==> src/hw/rtl/bslp_pkg.sv <==
package bslp_pkg;

    // configuration port geometry
    localparam int CFG_ADDR_W = 1;
    localparam int CFG_DATA_W = 16;

    // register indexes
    localparam logic [CFG_ADDR_W-1:0] REG_LONG_HOLD_MS     = 1'b0;
    localparam logic [CFG_ADDR_W-1:0] REG_POLL_INTERVAL_MS = 1'b1;

    // register reset values
    localparam logic [CFG_DATA_W-1:0] RST_LONG_HOLD_MS     = 16'd1500;
    localparam logic [CFG_DATA_W-1:0] RST_POLL_INTERVAL_MS = 16'd50;

    // command codes carried in tuser
    localparam logic CMD_TICK  = 1'b0;
    localparam logic CMD_FETCH = 1'b1;

    // stream widths
    localparam int TIME_W     = 32;
    localparam int S_TDATA_W  = 40;
    localparam int M_TDATA_W  = 8;

    // one input item
    typedef struct packed {
        logic              command;
        logic [TIME_W-1:0] now_ms;
        logic              button_level;
        logic              read_ok;
    } bslp_item_t;

    // one result item
    typedef struct packed {
        logic short_press;
        logic long_press;
        logic release_res;
        logic level_known;
    } bslp_result_t;

endpackage

==> src/hw/rtl/bslp_in_reg.sv <==
module bslp_in_reg
    import bslp_pkg::*;
(
    input  logic                 clk,
    input  logic                 rst_n,
    input  logic                 s_tvalid,
    output logic                 s_tready,
    input  logic [S_TDATA_W-1:0] s_tdata,
    input  logic                 s_tuser,
    input  logic                 advance,
    output logic                 valid,
    output bslp_item_t           item
);

    logic       valid_reg;
    bslp_item_t item_reg;

    // take a new item when empty or when the held one moves on
    assign s_tready = !valid_reg || advance;
    assign valid    = valid_reg;
    assign item     = item_reg;

    // valid flag
    always_ff @(posedge clk or negedge rst_n)
    begin
        if (!rst_n)
        begin
            valid_reg <= 1'b0;
        end
        else if (s_tready)
        begin
            valid_reg <= s_tvalid;
        end
    end

    // payload capture, unpacked from the stream fields
    always_ff @(posedge clk)
    begin
        if (s_tvalid && s_tready)
        begin
            item_reg.command      <= s_tuser;
            item_reg.now_ms       <= s_tdata[TIME_W-1:0];
            item_reg.button_level <= s_tdata[TIME_W];
            item_reg.read_ok      <= s_tdata[TIME_W+1];
        end
    end

endmodule

==> src/hw/rtl/bslp_engine.sv <==
module bslp_engine
    import bslp_pkg::*;
(
    input  logic                  clk,
    input  logic                  rst_n,
    input  logic                  cfg_we,
    input  logic [CFG_ADDR_W-1:0] cfg_addr,
    input  logic [CFG_DATA_W-1:0] cfg_wdata,
    input  logic                  fire,
    input  bslp_item_t            item,
    output bslp_result_t          result
);

    logic [CFG_DATA_W-1:0] long_hold_reg;
    logic [CFG_DATA_W-1:0] poll_interval_reg;

    logic              prev_level_reg,      prev_level_next;
    logic              level_valid_reg,     level_valid_next;
    logic [TIME_W-1:0] press_start_reg,     press_start_next;
    logic              long_done_reg,       long_done_next;
    logic [TIME_W-1:0] last_poll_reg,       last_poll_next;
    logic              short_pending_reg,   short_pending_next;
    logic              long_pending_reg,    long_pending_next;
    logic              release_pending_reg, release_pending_next;

    logic [TIME_W-1:0] since_poll;
    logic [TIME_W-1:0] held_ms;
    logic              poll_due;
    logic              hold_reached;

    // configuration registers
    always_ff @(posedge clk or negedge rst_n)
    begin
        if (!rst_n)
        begin
            long_hold_reg     <= RST_LONG_HOLD_MS;
            poll_interval_reg <= RST_POLL_INTERVAL_MS;
        end
        else if (cfg_we)
        begin
            case (cfg_addr)
                REG_LONG_HOLD_MS:     long_hold_reg     <= cfg_wdata;
                REG_POLL_INTERVAL_MS: poll_interval_reg <= cfg_wdata;
                default: ;
            endcase
        end
    end

    // wrapping distances and threshold compares
    assign since_poll   = item.now_ms - last_poll_reg;
    assign held_ms      = item.now_ms - press_start_reg;
    assign poll_due     = since_poll >= {{(TIME_W-CFG_DATA_W){1'b0}}, poll_interval_reg};
    assign hold_reached = held_ms >= {{(TIME_W-CFG_DATA_W){1'b0}}, long_hold_reg};

    // poll, seed and edge classification
    always_comb
    begin
        prev_level_next      = prev_level_reg;
        level_valid_next     = level_valid_reg;
        press_start_next     = press_start_reg;
        long_done_next       = long_done_reg;
        last_poll_next       = last_poll_reg;
        short_pending_next   = short_pending_reg;
        long_pending_next    = long_pending_reg;
        release_pending_next = release_pending_reg;

        if (item.command == CMD_TICK && poll_due)
        begin
            last_poll_next = item.now_ms;
            if (item.read_ok)
            begin
                prev_level_next = item.button_level;
                if (!level_valid_reg)
                begin
                    level_valid_next = 1'b1;
                end
                else if (item.button_level && !prev_level_reg)
                begin
                    press_start_next = item.now_ms;
                    long_done_next   = 1'b0;
                end
                else if (item.button_level && prev_level_reg)
                begin
                    if (!long_done_reg && hold_reached)
                    begin
                        long_pending_next = 1'b1;
                        long_done_next    = 1'b1;
                    end
                end
                else if (!item.button_level && prev_level_reg)
                begin
                    release_pending_next = 1'b1;
                    if (!long_done_reg)
                    begin
                        short_pending_next = 1'b1;
                    end
                end
            end
        end

        // a tick reports updated flags, a fetch reports them before the clear
        result.short_press = short_pending_next;
        result.long_press  = long_pending_next;
        result.release_res = release_pending_next;
        result.level_known = level_valid_next;

        if (item.command == CMD_FETCH)
        begin
            short_pending_next   = 1'b0;
            long_pending_next    = 1'b0;
            release_pending_next = 1'b0;
        end
    end

    // classifier state
    always_ff @(posedge clk or negedge rst_n)
    begin
        if (!rst_n)
        begin
            prev_level_reg      <= 1'b0;
            level_valid_reg     <= 1'b0;
            press_start_reg     <= '0;
            long_done_reg       <= 1'b0;
            last_poll_reg       <= '0;
            short_pending_reg   <= 1'b0;
            long_pending_reg    <= 1'b0;
            release_pending_reg <= 1'b0;
        end
        else if (fire)
        begin
            prev_level_reg      <= prev_level_next;
            level_valid_reg     <= level_valid_next;
            press_start_reg     <= press_start_next;
            long_done_reg       <= long_done_next;
            last_poll_reg       <= last_poll_next;
            short_pending_reg   <= short_pending_next;
            long_pending_reg    <= long_pending_next;
            release_pending_reg <= release_pending_next;
        end
    end

endmodule

==> src/hw/rtl/bslp_out_reg.sv <==
module bslp_out_reg
    import bslp_pkg::*;
(
    input  logic                 clk,
    input  logic                 rst_n,
    input  logic                 in_valid,
    input  bslp_result_t         result,
    output logic                 advance,
    output logic                 m_tvalid,
    input  logic                 m_tready,
    output logic [M_TDATA_W-1:0] m_tdata
);

    logic         valid_reg;
    bslp_result_t result_reg;

    // free when empty or when the held item is taken this cycle
    assign advance  = !valid_reg || m_tready;
    assign m_tvalid = valid_reg;
    assign m_tdata  = {{(M_TDATA_W-4){1'b0}}, result_reg.level_known, result_reg.release_res,
                       result_reg.long_press, result_reg.short_press};

    // valid flag
    always_ff @(posedge clk or negedge rst_n)
    begin
        if (!rst_n)
        begin
            valid_reg <= 1'b0;
        end
        else if (advance)
        begin
            valid_reg <= in_valid;
        end
    end

    // result capture
    always_ff @(posedge clk)
    begin
        if (in_valid && advance)
        begin
            result_reg <= result;
        end
    end

endmodule

==> src/hw/rtl/button_short_long_press_classifier_core.sv <==
// channel   dir  handshake            payload
// s_*       in   s_tvalid/s_tready    tuser: command; tdata: now_ms, button_level, read_ok
// m_*       out  m_tvalid/m_tready    tdata: short_press, long_press, release_res, level_known
// cfg_*     in   cfg_we               cfg_addr: register index; cfg_wdata: 16-bit value
//
// one item per clock while the result is not stalled; an accepted item waits in the input
// register, and its result is captured in the result register once that register is free
// the classifier state is one compare and subtract deep between input and result registers
// rst_n clears valid flags, classifier state and loads register defaults (1500, 50)
// a stalled result holds the pipe; input stays ready while either stage can move
module button_short_long_press_classifier_core
    import bslp_pkg::*;
(
    input  logic                  clk,
    input  logic                  rst_n,
    input  logic                  s_tvalid,
    output logic                  s_tready,
    input  logic [S_TDATA_W-1:0]  s_tdata,   // [31:0] now_ms, [32] button_level, [33] read_ok
    input  logic                  s_tuser,   // [0] command
    output logic                  m_tvalid,
    input  logic                  m_tready,
    output logic [M_TDATA_W-1:0]  m_tdata,   // [0] short_press, [1] long_press,
                                             // [2] release_res, [3] level_known
    input  logic                  cfg_we,
    input  logic [CFG_ADDR_W-1:0] cfg_addr,
    input  logic [CFG_DATA_W-1:0] cfg_wdata
);

    logic         advance;
    logic         in_valid;
    bslp_item_t   item;
    bslp_result_t result;

    // input register
    bslp_in_reg u_in_reg (
        .clk      (clk),
        .rst_n    (rst_n),
        .s_tvalid (s_tvalid),
        .s_tready (s_tready),
        .s_tdata  (s_tdata),
        .s_tuser  (s_tuser),
        .advance  (advance),
        .valid    (in_valid),
        .item     (item)
    );

    // state update and result logic
    bslp_engine u_engine (
        .clk       (clk),
        .rst_n     (rst_n),
        .cfg_we    (cfg_we),
        .cfg_addr  (cfg_addr),
        .cfg_wdata (cfg_wdata),
        .fire      (in_valid && advance),
        .item      (item),
        .result    (result)
    );

    // result register
    bslp_out_reg u_out_reg (
        .clk      (clk),
        .rst_n    (rst_n),
        .in_valid (in_valid),
        .result   (result),
        .advance  (advance),
        .m_tvalid (m_tvalid),
        .m_tready (m_tready),
        .m_tdata  (m_tdata)
    );

endmodule

==> config.mk <==
export PLATFORM = sky130hd
export DESIGN_NAME = button_short_long_press_classifier_core
export DESIGN_NICKNAME = d
export VERILOG_FILES = /design/src/hw/rtl/bslp_pkg.sv /design/src/hw/rtl/bslp_in_reg.sv /design/src/hw/rtl/bslp_engine.sv /design/src/hw/rtl/bslp_out_reg.sv /design/src/hw/rtl/button_short_long_press_classifier_core.sv
export SDC_FILE = /design/constraint.sdc
export NUM_CORES = 1
export LEC_CHECK = 0
export ABC_AREA = 1
export BUFFER_PORTS_ARGS = -buffer_cell sky130_fd_sc_hd__buf_2
export CAP_MARGIN = 20
export CORE_MARGIN = 1.5
export CORE_UTILIZATION = 62
export DETAILED_ROUTE_END_ITERATION = 8
export PLACE_DENSITY = 0.81
export SLEW_MARGIN = 20
export SYNTH_ARGS = -nofsm -noshare
export SYNTH_HDL_FRONTEND = slang
export SYNTH_SLANG_ARGS = --single-unit
==> constraint.sdc <==
create_clock -name clk -period 3.57 [get_ports clk]
set_input_delay 0.5355 -clock clk [delete_from_list [all_inputs] [get_ports clk]]
set_output_delay 0.5355 -clock clk [all_outputs]
set_load 0.05 [all_outputs]
---- Yosys cells after proc, flatten, opt, wreduce, memory -nomap -nowiden ----
Index checks and enable logic that the tools add are counted.
storage, ports and cells
  register bits after elaboration ......... 143
  input port bits ......................... 63
  output and inout port bits .............. 10
  word-level logic and storage cells ...... 75
cells by class
  add/sub/neg operators ................... 2
  $lt $le $gt $ge ......................... 2
  multiplexer cells ....................... 27
  bitwise logic cells ..................... 2
  reductions and logical operators ........ 22
operators with widths
  kind                                                            count
  32-bit by 16-bit greater-or-equal comparator with 1-bit output  2
  32-bit subtractor                                               2
  1-bit 2-to-1 mux                                                27
  1-bit logical AND                                               7
  2-bit AND reduction                                             3
  6-bit AND reduction                                             1
  1-bit zero test                                                 5
  5-bit AND reduction                                             1
  2-bit nonzero test                                              2
  3-bit AND reduction                                             1
  1-bit logical OR                                                2
  1-bit NOT                                                       2

---- Depth between registers and ports, before layout ----
  word-level depth ........................ 10
  depth in mapped cells ................... 27
  depth with buffers taken out ............ 26

---- Cells and area by module ----
A second synthesis with hierarchy kept.
second synthesis, totals
  cell total of the unflattened synthesis .. 1,697
  area total of the unflattened synthesis .. 11,444.7 µm²
modules (own cells, without submodules)
  module                                   times used  cells an instance  area each (µm²)  seq. area each (µm²)
  bslp_engine                              1           1,639              10,142.2         2,565.0
  bslp_in_reg                              1           41                 1,096.1          1,076.0
  bslp_out_reg                             1           15                 198.9            145.1
  button_short_long_press_classifier_core  1           2                  7.5              0.0

---- Least setup slack after synthesis ----
No wires, ideal clock.
  kind .................................... reg-to-reg
  from .................................... reg u_in_reg.item_reg, in the netlist u_in_reg.item[2]
  to ...................................... reg u_engine.last_poll_reg[14]
  arrival time ............................ 3,176 ps
  data required time ...................... 3,452 ps
  setup slack ............................. 276 ps
  cell stages (with the launch flop) ...... 27
  path buffers ............................ 2
  clock period less this slack ............ 3,294 ps
  cell sequence ........................... edfxtp_1 -> inv_1 -> ha_1 -> inv_1 -> fa_1 -> nand2_1 -> nand2_1 -> nand3b_1 -> nand2_1 -> nand2_1 -> nand2_1 -> xor2_1 -> ha_1 -> nand2_1 -> nor2_1 -> a211oi_1 -> nand3_1 -> nor2_1 -> nand3_1 -> nor2_2 -> nand2_4 -> nand2_4 -> nor2_4 -> buf_8 -> buf_6 -> nand2_1 -> o21ai_2
between the ends
  word-level cells in the longest chain between the ends .. 4
ends and longest elaborated chain
  element                                                         RTL line            text
  start, declared                                                 bslp_in_reg.sv:16   bslp_item_t item_reg;
  32-bit subtractor                                               bslp_engine.sv:50   assign since_poll = item.now_ms - last_poll_reg;
  32-bit by 16-bit greater-or-equal comparator with 1-bit output  bslp_engine.sv:52   assign poll_due = since_poll >= {{(TIME_W-CFG_DATA_W){1'b0}}, poll_interval_reg};
  1-bit logical AND                                               bslp_engine.sv:67   if (item.command == CMD_TICK && poll_due)
  2-bit AND reduction (no source line)                            -
  end signal, assigned                                            bslp_engine.sv:135  last_poll_reg <= last_poll_next;
  end, declared                                                   bslp_engine.sv:21   logic [TIME_W-1:0] last_poll_reg, last_poll_next;
Every way passes these cells.
A chain may end at the register's enable or synchronous reset.

---- Final worst setup path ----
  from .................................... reg u_in_reg.item_reg, in the netlist u_in_reg.item[2]
  to ...................................... reg u_engine.press_start_reg[14]
between the ends
  word-level cells in the longest chain between the ends .. 4
ends and longest elaborated chain
  element                                                         RTL line            text
  32-bit subtractor                                               bslp_engine.sv:50
  32-bit by 16-bit greater-or-equal comparator with 1-bit output  bslp_engine.sv:52
  1-bit logical AND                                               bslp_engine.sv:67
  5-bit AND reduction (no source line)                            -
  end signal, assigned                                            bslp_engine.sv:133  press_start_reg <= press_start_next;
  end, declared                                                   bslp_engine.sv:19   logic [TIME_W-1:0] press_start_reg, press_start_next;
Every way passes these cells.

==> summary.md <==
| Metric | Value |
|---|---|
| Critical Path Slowest Stage Cell | `edfxtp_1` |
| Number of synthesized flops with an enable pin | `39` |
| Crit path buf inv count | `6` |
| Die Area | `19050 sq um` |
| Die Width | `138.0 um` |
| Worst-margin pin slew | `0.9338 ns` |
| Endpoints failing setup | `72` |
| ANT nets after route | `0` |
| TritonCTS buffer count | `17` |
| Drt via density | `5.589` |
| Post-Synth XOR/XNOR Area | `2.325%` |
| Main area contributors after synthesis | `dfrtp_1, nand2_1, inv_1, ha_1, edfxtp_1` |
| Initial antenna violation count | `0` |
| Crit start category | `flop` |
| Period utilization | `108.8%` |
| Crit-path leading delay family | `simple AND/OR/NAND/NOR gates` |
| Sequential cell area fraction in the yosys report | `33.50%` |
| CTS tree | `built` |
| Yosys top cell area share | `20.81%` |
| Most common cell after layout, fill and taps aside | `nand2_1` |
| Most used cell, CP | `nand2_2` |
| Most frequent cells in the layout | `nand2_1, inv_1, buf_4` |
| Num ports | `73` |
| DP HPWL | `23430 um` |
| DP Worst Slack | `-0.1631 ns` |
| PD cells | `781.1 nW/um^2` |
| Hold buffers post-CTS | `0` |
| Max-slew headroom | `37.60%` |
| Final Hold Fails | `0` |
| RSZ-0062 raised after global routing | `yes` |
| Multi-input logic area | `6874 sq um` |
| Clk Latency, worst-skew pair | `0.45 ns` |
| Async S/R FF share, synth | `72.73%` |
| Final clock skew | `0.01217 ns` |
| Run status | `finished with violations` |
| Vias | `11848` |
| Number of global-route vias before repair | `10981` |
| Path type of the worst setup path | `flop to flop` |
| FP Rows | `49` |
| Max Fclk | `257.5 MHz` |
| Fillers | `1082` |
| Final WL | `37410 um` |
| Cells after Synth | `1676` |
| Mux share of post-synthesis cell area | `0%` |
| Violated checks | `negative setup slack` |
| Net count, final | `2037` |
| CP Data Required Time | `3.90 ns` |
| GP Congestion | `0.9083` |
| Tmin final | `3.884 ns` |
| DRT Pass-1 Iters | `7` |
| Max-Cap Viols | `0` |
| Area Overhead vs Synth | `29.99%` |
| Combinational family with the most area after synthesis | `simple AND/OR/NAND/NOR gates` |
| Total Routing Usage GR | `35.40%` |
| CTS clk-pin slew, worst paths | `0.07 ns` |
| Synth area leader | `dfrtp_1` |
| Post-synthesis compound-gate area fraction | `8.325%` |
| Total grt overflow | `0` |
| Ys flop type | `dfrtp_1` |
| Largest net degree at the start of global routing | `44` |
| Critical Path End Type | `flop` |
| First-pass GRT wire length | `53320 um` |
| Post-Syn Area | `11300 sq um` |
| Max incr delay on CP | `0.43 ns` |
| Max Slew Vio Count | `0` |
| Yosys reg bits | `143` |
| Max reg flops | `35` |
| CTS Sinks | `143` |
| Peak fanout along the critical path | `7` |
| YS warnings | `0` |
| Wire per inst | `17.64 um` |
| CTS HTree Levels | `4` |
| Static Leak | `8.224 nW` |
| Post-synth cell types | `46` |
| Root buffer cell | `clkbuf_16` |
| Type of the worst min-delay path | `input port to async pin` |
| DR iter-0 viols | `1084` |
| Final Worst Setup Slack | `-0.3138 ns` |
| Total area of sequential cells | `3786 sq um` |
| Critical Path AT | `4.22 ns` |
| Core region area | `17900 sq um` |
| Antenna diodes | `0` |
| Post-route insts no fill | `2120` |
| Post-placement cell count | `2038` |
| Synth Area per Inst | `6.743 sq um` |
| Clk buf depth | `2` |
| Max IR drop VDD | `0.7529 mV` |
| Port bufs | `62` |
| Simple-gate area share of the yosys netlist | `30.89%` |
| Post-Synth Adder-Cell Area | `10.76%` |
| # DRC | `0` |
| Die height | `138.0 um` |
| Share of layout cells above drive strength 1 | `25.97%` |
| Initial Util | `63.13%` |
==> power breakdown <==
part / total (mW) / leakage, nW / switching [mW] / internal [mW]
registers: 2.31 / 1.63 / 0.220 / 2.09
clock network: 1.79 / 0.285 / 0.807 / 0.982
logic: 7.38 / 6.31 / 4.43 / 2.95
==> metal layers <==
metal	wire length (um)	track usage [%]	vias up
met5	0	0	-
met3	2777	5.369	196
met2	18240	62.08	565
met1	14230	43.97	5574
li1	-	-	5513
met4	2163	13.85	0
==> through the flow <==
step	setup TNS [ns]	area (sq um)	power [mW]	util, %	hold slack (ns)
2_1_floorplan	0	11310	6.411	-	0.2399
3_3_place_gp	-1.093	12460	8.048	69.58	0.4675
3_5_place_dp	-6.347	12460	8.266	69.58	0.4705
4_1_cts	-2.517	13770	10.38	76.91	0.1244
5_1_grt	-24.55	14690	12.27	82.07	0.1439
6_report	-15.48	14690	11.48	82.07	0.09853
==> what timing repair did <==
action	4_1_cts	5_1_grt
buffers inserted	19	24
gates cloned	10	3
gates resized for setup	73	188
setup endpoints to repair	70	74
pin swaps	6	60
==> Yosys cell counts (all sizes together) (2+ instances only) <==
cell type,n
a211oi,2
a21oi,52
and2,3
buf,18
clkbuf,5
dfrtp,94
dfstp,10
edfxtp,39
fa,2
ha,94
inv,376
nand2,624
nand3,60
nand3b,7
nand4,12
nor2,113
nor3,20
nor4,2
o21a,2
o21ai,102
o21bai,3
xnor2,2
xor2,28
==> final timing paths <==
kind,end,start,slack [ns],cells past startpoint
hold / removal,u_engine.poll_interval_reg[7],rst_n,0.1,1
setup reg to reg,u_engine.press_start_reg[14],u_in_reg.item[2],-0.31,27
hold reg to reg,u_engine.long_hold_reg[5],u_engine.long_hold_reg[5],0.49,2
max in group asynchronous,u_engine.press_start_reg[24],rst_n,2.69,2
setup / recovery,u_engine.press_start_reg[14],u_in_reg.item[2],-0.31,27
min in group clk,u_in_reg.item[3],s_tdata[1],0.26,1
==> layout make-up <==
class | count | area share, %
multi-input combinational | 1137 | 46.79
sequential | 143 | 25.77
timing repair buffer | 203 | 11.97
inverter | 376 | 9.624
clock buffer | 19 | 3.236
tap | 229 | 1.950
clock inverter | 13 | 0.6558
==> logic make-up (layout without fill, tap and decap cells) <==
group | after synthesis | in the layout
AO/OA/AOI/OAI | 165 | 165
XOR/XNOR | 30 | 30
AND/OR/NAND/NOR | 842 | 842
other | 1 | 4
adder cells (fa/ha/maj) | 96 | 96
flip-flops | 143 | 143
buffers and inverters | 399 | 611
(Power assumes the default switching activity.)
